--- src/design/bpe_pkg.sv ---
// shared types and constants for the bivariate polynomial evaluator
// no dependencies

package bpe_pkg;

  localparam int unsigned CoordW = 16;   // Q1.15 coordinate
  localparam int unsigned PowW   = 17;   // power product, one bit above Q1.15
  localparam int unsigned CoefW  = 32;   // Q16.16 coefficient
  localparam int unsigned OutW   = 36;   // Q20.16 result
  localparam int unsigned OrderW = 2;
  localparam int unsigned CfgIdxW = 3;
  localparam int unsigned FracShift = 15;
  localparam int unsigned NumStages = 4;

  localparam logic [CfgIdxW-1:0] RegOrder   = 3'd0;
  localparam logic [CfgIdxW-1:0] RegCoefC   = 3'd1;
  localparam logic [CfgIdxW-1:0] RegCoefX   = 3'd2;
  localparam logic [CfgIdxW-1:0] RegCoefY   = 3'd3;
  localparam logic [CfgIdxW-1:0] RegCoefXX  = 3'd4;
  localparam logic [CfgIdxW-1:0] RegCoefXY  = 3'd5;
  localparam logic [CfgIdxW-1:0] RegCoefYY  = 3'd6;

  typedef logic signed [CoefW-1:0] coef_t;
  typedef logic signed [OutW-1:0]  acc_t;

  typedef struct packed {
    logic [OrderW-1:0] order;
    coef_t             c_const;
    coef_t             c_x;
    coef_t             c_y;
    coef_t             c_xx;
    coef_t             c_xy;
    coef_t             c_yy;
  } coef_set_t;

endpackage

--- src/design/bpe_power.sv ---
// first pipeline stage: coordinate capture and power products x*x, x*y, y*y
// depends on bpe_pkg

module bpe_power (
  input  logic                                 clk_i,
  input  logic                                 en_i,
  input  logic signed [bpe_pkg::CoordW-1:0]    x_i,
  input  logic signed [bpe_pkg::CoordW-1:0]    y_i,
  output logic signed [bpe_pkg::CoordW-1:0]    x_o,
  output logic signed [bpe_pkg::CoordW-1:0]    y_o,
  output logic signed [bpe_pkg::PowW-1:0]      pxx_o,
  output logic signed [bpe_pkg::PowW-1:0]      pxy_o,
  output logic signed [bpe_pkg::PowW-1:0]      pyy_o
);

  localparam int unsigned ProdW = 2 * bpe_pkg::CoordW;

  logic signed [ProdW-1:0] mxx, mxy, myy;
  logic signed [bpe_pkg::CoordW-1:0] x_q, y_q;
  logic signed [bpe_pkg::PowW-1:0] pxx_q, pxy_q, pyy_q;

  assign mxx = x_i * x_i;
  assign mxy = x_i * y_i;
  assign myy = y_i * y_i;

  // keeping the top bits is the floor shift by 15
  always_ff @(posedge clk_i) begin
    if (en_i) begin
      x_q   <= x_i;
      y_q   <= y_i;
      pxx_q <= mxx[ProdW-1:bpe_pkg::FracShift];
      pxy_q <= mxy[ProdW-1:bpe_pkg::FracShift];
      pyy_q <= myy[ProdW-1:bpe_pkg::FracShift];
    end
  end

  assign x_o   = x_q;
  assign y_o   = y_q;
  assign pxx_o = pxx_q;
  assign pxy_o = pxy_q;
  assign pyy_o = pyy_q;

endmodule

--- config.mk ---
export PLATFORM = sky130hd
export DESIGN_NAME = bpe_power
export DESIGN_NICKNAME = d
export VERILOG_FILES = /design/src/design/bpe_pkg.sv /design/src/design/bpe_power.sv
export SDC_FILE = /design/constraint.sdc
export NUM_CORES = 2
export LEC_CHECK = 0
export ABC_AREA = 1
export BUFFER_PORTS_ARGS = -buffer_cell sky130_fd_sc_hd__buf_4
export CELL_PAD_IN_SITES_DETAIL_PLACEMENT = 1
export CELL_PAD_IN_SITES_GLOBAL_PLACEMENT = 1
export CORE_AREA = 4 4 288 290
export CTS_CLUSTER_SIZE = 20
export DETAILED_ROUTE_END_ITERATION = 10
export DIE_AREA = 0 0 292 294
export GPL_TIMING_DRIVEN = 0
export HOLD_SLACK_MARGIN = 0.12
export PLACE_DENSITY = 0.7
export REMOVE_ABC_BUFFERS = 1
export SYNTH_ARGS = -nofsm -noshare
export SYNTH_HDL_FRONTEND = slang
export SYNTH_SLANG_ARGS = --single-unit
--- constraint.sdc ---
create_clock -name clk_i -period 12.7 [get_ports clk_i]
set_clock_uncertainty 0.05 [all_clocks]
set_input_delay 0.635 -clock clk_i [delete_from_list [all_inputs] [get_ports clk_i]]
set_output_delay 0.635 -clock clk_i [all_outputs]
set_load 0.02 [all_outputs]
After elaboration in Yosys (flattened, before gate mapping)
Index checks and enable logic that the tools add are counted.

word-level totals
  bits in registers = 83
  output and inout bits = 83
  logic and storage cells = 8

operators by class
  multiply operators = 3

operators with widths
  operator                      count
  multiplier 16 x 16 -> 32 bit  3

Depth between registers and ports, before layout
  depth in word-level cells = 1
  depth in mapped cells = 27
  mapped depth without buffers = 26

Worst setup path before layout
No wires, ideal clock.

  path type = in2reg
  from = input port x_i[15] (netlist name)
  to = register pxx_q, in the netlist pxx_o[16], data pin
  arrival = 5.724 ns
  required time = 12.398 ns
  slack = 6.674 ns
  stages on the path = 23
  path buffers = 2
  path through = clkbuf_1 -> buf_1 -> nand2_1 -> inv_1 -> fa_1 -> fa_1 -> fa_1 -> fa_1 -> fa_1 -> inv_1 -> fa_1 -> inv_1 -> ha_1 -> nand2_1 -> inv_1 -> a21oi_1 -> nand2_1 -> nand2_1 -> nand2_1 -> inv_1 -> nand2_1 -> nand2_1 -> nand2_1

on the way
  cells in the longest elaborated chain, start to end = 1

RTL lines
  what                          line             RTL
  from (decl)                   bpe_power.sv:7   input logic signed [bpe_pkg::CoordW-1:0] x_i,
  multiplier 16 x 16 -> 32 bit  bpe_power.sv:22  assign mxx = x_i * x_i;
  via mxx[31]                   bpe_power.sv:18  logic signed [ProdW-1:0] mxx, mxy, myy;
  to (signal assigned)          bpe_power.sv:31  pxx_q <= mxx[ProdW-1:bpe_pkg::FracShift];
  to (decl)                     bpe_power.sv:20  logic signed [bpe_pkg::PowW-1:0] pxx_q, pxy_q, pyy_q;

The timed path passes the listed nets, and every way through them passes these cells.
A chain may end at the register's enable or synchronous reset.

Worst setup path after layout
  from = input port y_i[15] (netlist name)
  to = register pxy_q, in the netlist pxy_o[14], data pin

on the way
  cells in the longest elaborated chain, start to end = 1

RTL lines
  what                          line             RTL
  from (decl)                   bpe_power.sv:8   input logic signed [bpe_pkg::CoordW-1:0] y_i,
  multiplier 16 x 16 -> 32 bit  bpe_power.sv:23  assign mxy = x_i * y_i;
  via mxy[29]                   bpe_power.sv:18
  to (signal assigned)          bpe_power.sv:32  pxy_q <= mxy[ProdW-1:bpe_pkg::FracShift];
  to (decl)                     bpe_power.sv:20

The timed path passes the listed nets, and every way through them passes these cells.

==> flow_metrics.py <==
metrics = {
    "run_status": {
        "run_status": "complete, no violations",
    },
    "logic_synthesis": {
        "ys_warn_count": 0,
        "post_synth_inst_count": 3935,
        "synth_sequential_area_ratio": 0.0782,
        "post_synth_num_cell_types": 37,
        "ys_seq_elements": 83,
        "synthFlopType": "sky130_fd_sc_hd__edfxtp_1",
        "postSynthAreaPerCell_sq_um": 8.09,
        "synth_edf_count": 83,
        "syn-cell-area_sq_um": 31900,
        "postSynth.asyncResetShare": 0,
    },
    "floorplanning": {
        "die_height_microns": 294,
        "floorplan.die_area_sq_um": 85800,
        "placement_rows": 104,
        "initial_utilization": 0.397,
        "top_level_ports": 117,
        "core_region_area_sq_um": 80300,
        "die_width_microns": 292,
    },
    "routing": {
        "totalWireLength_microns": 84700,
        "drc": 0,
        "firstDrtPassIters": 5,
        "detail_route.iter0.violations": 747,
        "routed-via-count": 23700,
        "avgViaCountPerCell": 4.74,
        "wl_per_cell_microns": 16.9,
        "ant_nets": 0,
    },
    "sta": {
        "worst_pin_slew_ns": 1.33,
        "final_hold_viol_count": 0,
        "max_slew_margin_vs_limit": 0.114,
        "finalSetupViolations": 0,
        "timing.final.crit_share": 0.504,
        "final.setup.tns_ns": 0,
        "max_clock_freq_mhz": 156,
        "report.final.slew_viol_count": 0,
        "grt_setup_unrepaired": "no",
        "layout_min_cycle_time_ns": 6.41,
    },
    "cts": {
        "cts-buffers-inserted": 9,
        "post_cts_resize_count": 0,
        "cts_setup_buffers": 0,
        "clock_tree.buffer_depth": 2,
        "clkSlewWorstSetupHoldPaths_ns": 0.09,
        "tritoncts": "yes",
        "htree_levels": 3,
        "clock_tree.root_cell": "sky130_fd_sc_hd__clkbuf_16",
        "clock_tree_sinks": 83,
        "holdBufCountCts": 0,
    },
    "placed_design": {
        "port_buffers": 116,
        "hpwlAfterDp_microns": 68800,
        "placed_cells_incl_taps": 4998,
        "finalWeightedCongestion": 0.841,
    },
    "global_route": {
        "grt_antenna_before_repair": 1,
        "grt.total_usage": 0.208,
        "wire_length_of_the_first_global_routing_pass_microns": 143000,
        "global_route.overflow_total": 0,
        "grt_max_degree": 84,
        "first_global_vias": 27700,
    },
    "layout": {
        "fin_cells": 5014,
        "post_route_cells_drive_above_1_share": 0.0395,
        "antenna_cells_inserted": 0,
        "finalCoreUtilization": 0.422,
        "fillers": 9735,
        "fin_nets": 4963,
        "flow.area_growth_from_synthesis_pct": 6.48,
    },
    "worst_setup_path": {
        "required_worst_endpoint_ns": 12.82,
        "timing_worst_setup_path_type": "input port to flop",
        "timing.critical_path.fanout_max": 27,
        "endpoint_class_of_the_critical_path": "flop",
        "critPathLaunchType": "input port",
        "arrival_ns": 6.53,
    },
    "worst_hold_path": {
        "hold_path.class": "input port to flop",
    },
    "flow_run": {
        "maximum_capacitance_violations": 0,
    },
}
[registers in the layout (all words and copies together) (netlist names)]
register and cells:
pxx_o 17, pyy_o 17, x_o 16, y_o 16
pxy_o 17
[stage by stage]
step / hold WS (ns) / worst slack [ns] / area [sq um]
after floorplan: 0.684 / 7.12 / 31400
after global placement: 1.01 / 5.77 / 33600
after detailed placement: 1.02 / 5.80 / 33600
after CTS: 0.641 / 6.27 / 33900
after global routing: 0.661 / 5.95 / 33900
final: 0.664 / 6.29 / 33900
[worst max-delay path: stages]
cell	delay, ns
sky130_fd_sc_hd__buf_4	0.33
sky130_fd_sc_hd__inv_1	0.59
sky130_fd_sc_hd__or2_2	0.51
sky130_fd_sc_hd__fa_1	0.50
sky130_fd_sc_hd__fa_1	0.52
sky130_fd_sc_hd__inv_1	0.05
sky130_fd_sc_hd__fa_1	0.50
sky130_fd_sc_hd__inv_1	0.05
sky130_fd_sc_hd__fa_1	0.48
sky130_fd_sc_hd__inv_1	0.05
sky130_fd_sc_hd__fa_1	0.50
sky130_fd_sc_hd__fa_1	0.42
sky130_fd_sc_hd__ha_1	0.35
sky130_fd_sc_hd__inv_1	0.09
sky130_fd_sc_hd__o21ai_0	0.13
sky130_fd_sc_hd__a21oi_1	0.20
sky130_fd_sc_hd__nand2_1	0.08
sky130_fd_sc_hd__a21oi_1	0.28
sky130_fd_sc_hd__nand2_1	0.10
sky130_fd_sc_hd__nand2_1	0.07
sky130_fd_sc_hd__nand2_1	0.07
[layout by cell type, fill, tap and decap left out, types with 3 or more instances in the layout]
cell	n
sky130_fd_sc_hd__nand2_1	945
sky130_fd_sc_hd__a31o_2	3
sky130_fd_sc_hd__o21ai_0	58
sky130_fd_sc_hd__nand4_1	18
sky130_fd_sc_hd__ha_1	252
sky130_fd_sc_hd__nand2_2	6
sky130_fd_sc_hd__nand3b_1	4
sky130_fd_sc_hd__a21oi_1	101
sky130_fd_sc_hd__edfxtp_1	83
sky130_fd_sc_hd__nand3_1	82
sky130_fd_sc_hd__buf_4	116
sky130_fd_sc_hd__nor3_2	4
sky130_fd_sc_hd__or2_2	6
sky130_fd_sc_hd__o21a_1	4
sky130_fd_sc_hd__o21bai_1	16
sky130_fd_sc_hd__fa_1	728
sky130_fd_sc_hd__nor3b_1	3
sky130_fd_sc_hd__xor2_1	38
sky130_fd_sc_hd__nor2_1	139
sky130_fd_sc_hd__clkbuf_16	9
sky130_fd_sc_hd__xnor2_1	13
sky130_fd_sc_hd__inv_1	1289
sky130_fd_sc_hd__nor3_1	14
[cells by family after synthesis]
logic type,synth area share
adder cells (fa/ha/maj),0.557
XOR/XNOR,0.0140
buffers and inverters,0.166
flip-flops,0.0782
AND/OR/NAND/NOR,0.153
AO/OA/AOI/OAI,0.0324
[worst paths after layout]
kind,slack (ns),to,cells after the start,startpoint
setup / recovery,6.29,pxy_o[14],21,y_i[15]
hold / removal,0.66,y_o[0],1,y_i[0]
[layout make-up]
class                           instances  area, sq um  share of cell area
Tap cell                             1060         1330              0.0391
Timing Repair Buffer                  116          871              0.0257
Clock buffer                            9          225             0.00664
Sequential cell                        83         2490              0.0735
Inverter                             1291         4850               0.143
Clock inverter                          7         75.1             0.00221
Multi-Input combinational cell       2448        24100               0.710
[cell usage after synthesis (3+ instances only)]
cell                          n  area share
sky130_fd_sc_hd__nor3b_1      3     0.00071
sky130_fd_sc_hd__nor3_2       4      0.0013
sky130_fd_sc_hd__a21oi_1    101       0.016
sky130_fd_sc_hd__nor2_1     139       0.016
sky130_fd_sc_hd__o21a_1       4     0.00094
sky130_fd_sc_hd__ha_1       252       0.099
sky130_fd_sc_hd__nand2_1    945        0.11
sky130_fd_sc_hd__edfxtp_1    83       0.078
sky130_fd_sc_hd__fa_1       728        0.46
sky130_fd_sc_hd__o21bai_1    16      0.0038
sky130_fd_sc_hd__or2_2        6      0.0012
sky130_fd_sc_hd__nand4_1     18      0.0035
sky130_fd_sc_hd__buf_1        3     0.00035
sky130_fd_sc_hd__nand3b_1     4     0.00094
sky130_fd_sc_hd__inv_1     1289        0.15
sky130_fd_sc_hd__nand3_1     82       0.013
sky130_fd_sc_hd__clkbuf_1   107       0.013
sky130_fd_sc_hd__xnor2_1     13      0.0036
sky130_fd_sc_hd__nand2_2      6      0.0012
sky130_fd_sc_hd__nor3_1      14      0.0022
sky130_fd_sc_hd__o21ai_0     58      0.0091
sky130_fd_sc_hd__xor2_1      38       0.010
sky130_fd_sc_hd__a31o_2       3     0.00083
[metal layers]
layer	global-route usage	vias up	part of all wire
met4	0.0519	0	0.023
met3	0.0177	96	0.019
li1	-	11200	-
met1	0.258	12300	0.43
met5	0	-	0
met2	0.391	238	0.53
Power is not shown: default switching activity piles up to over one toggle a cycle in this logic, so the estimate is an artifact.
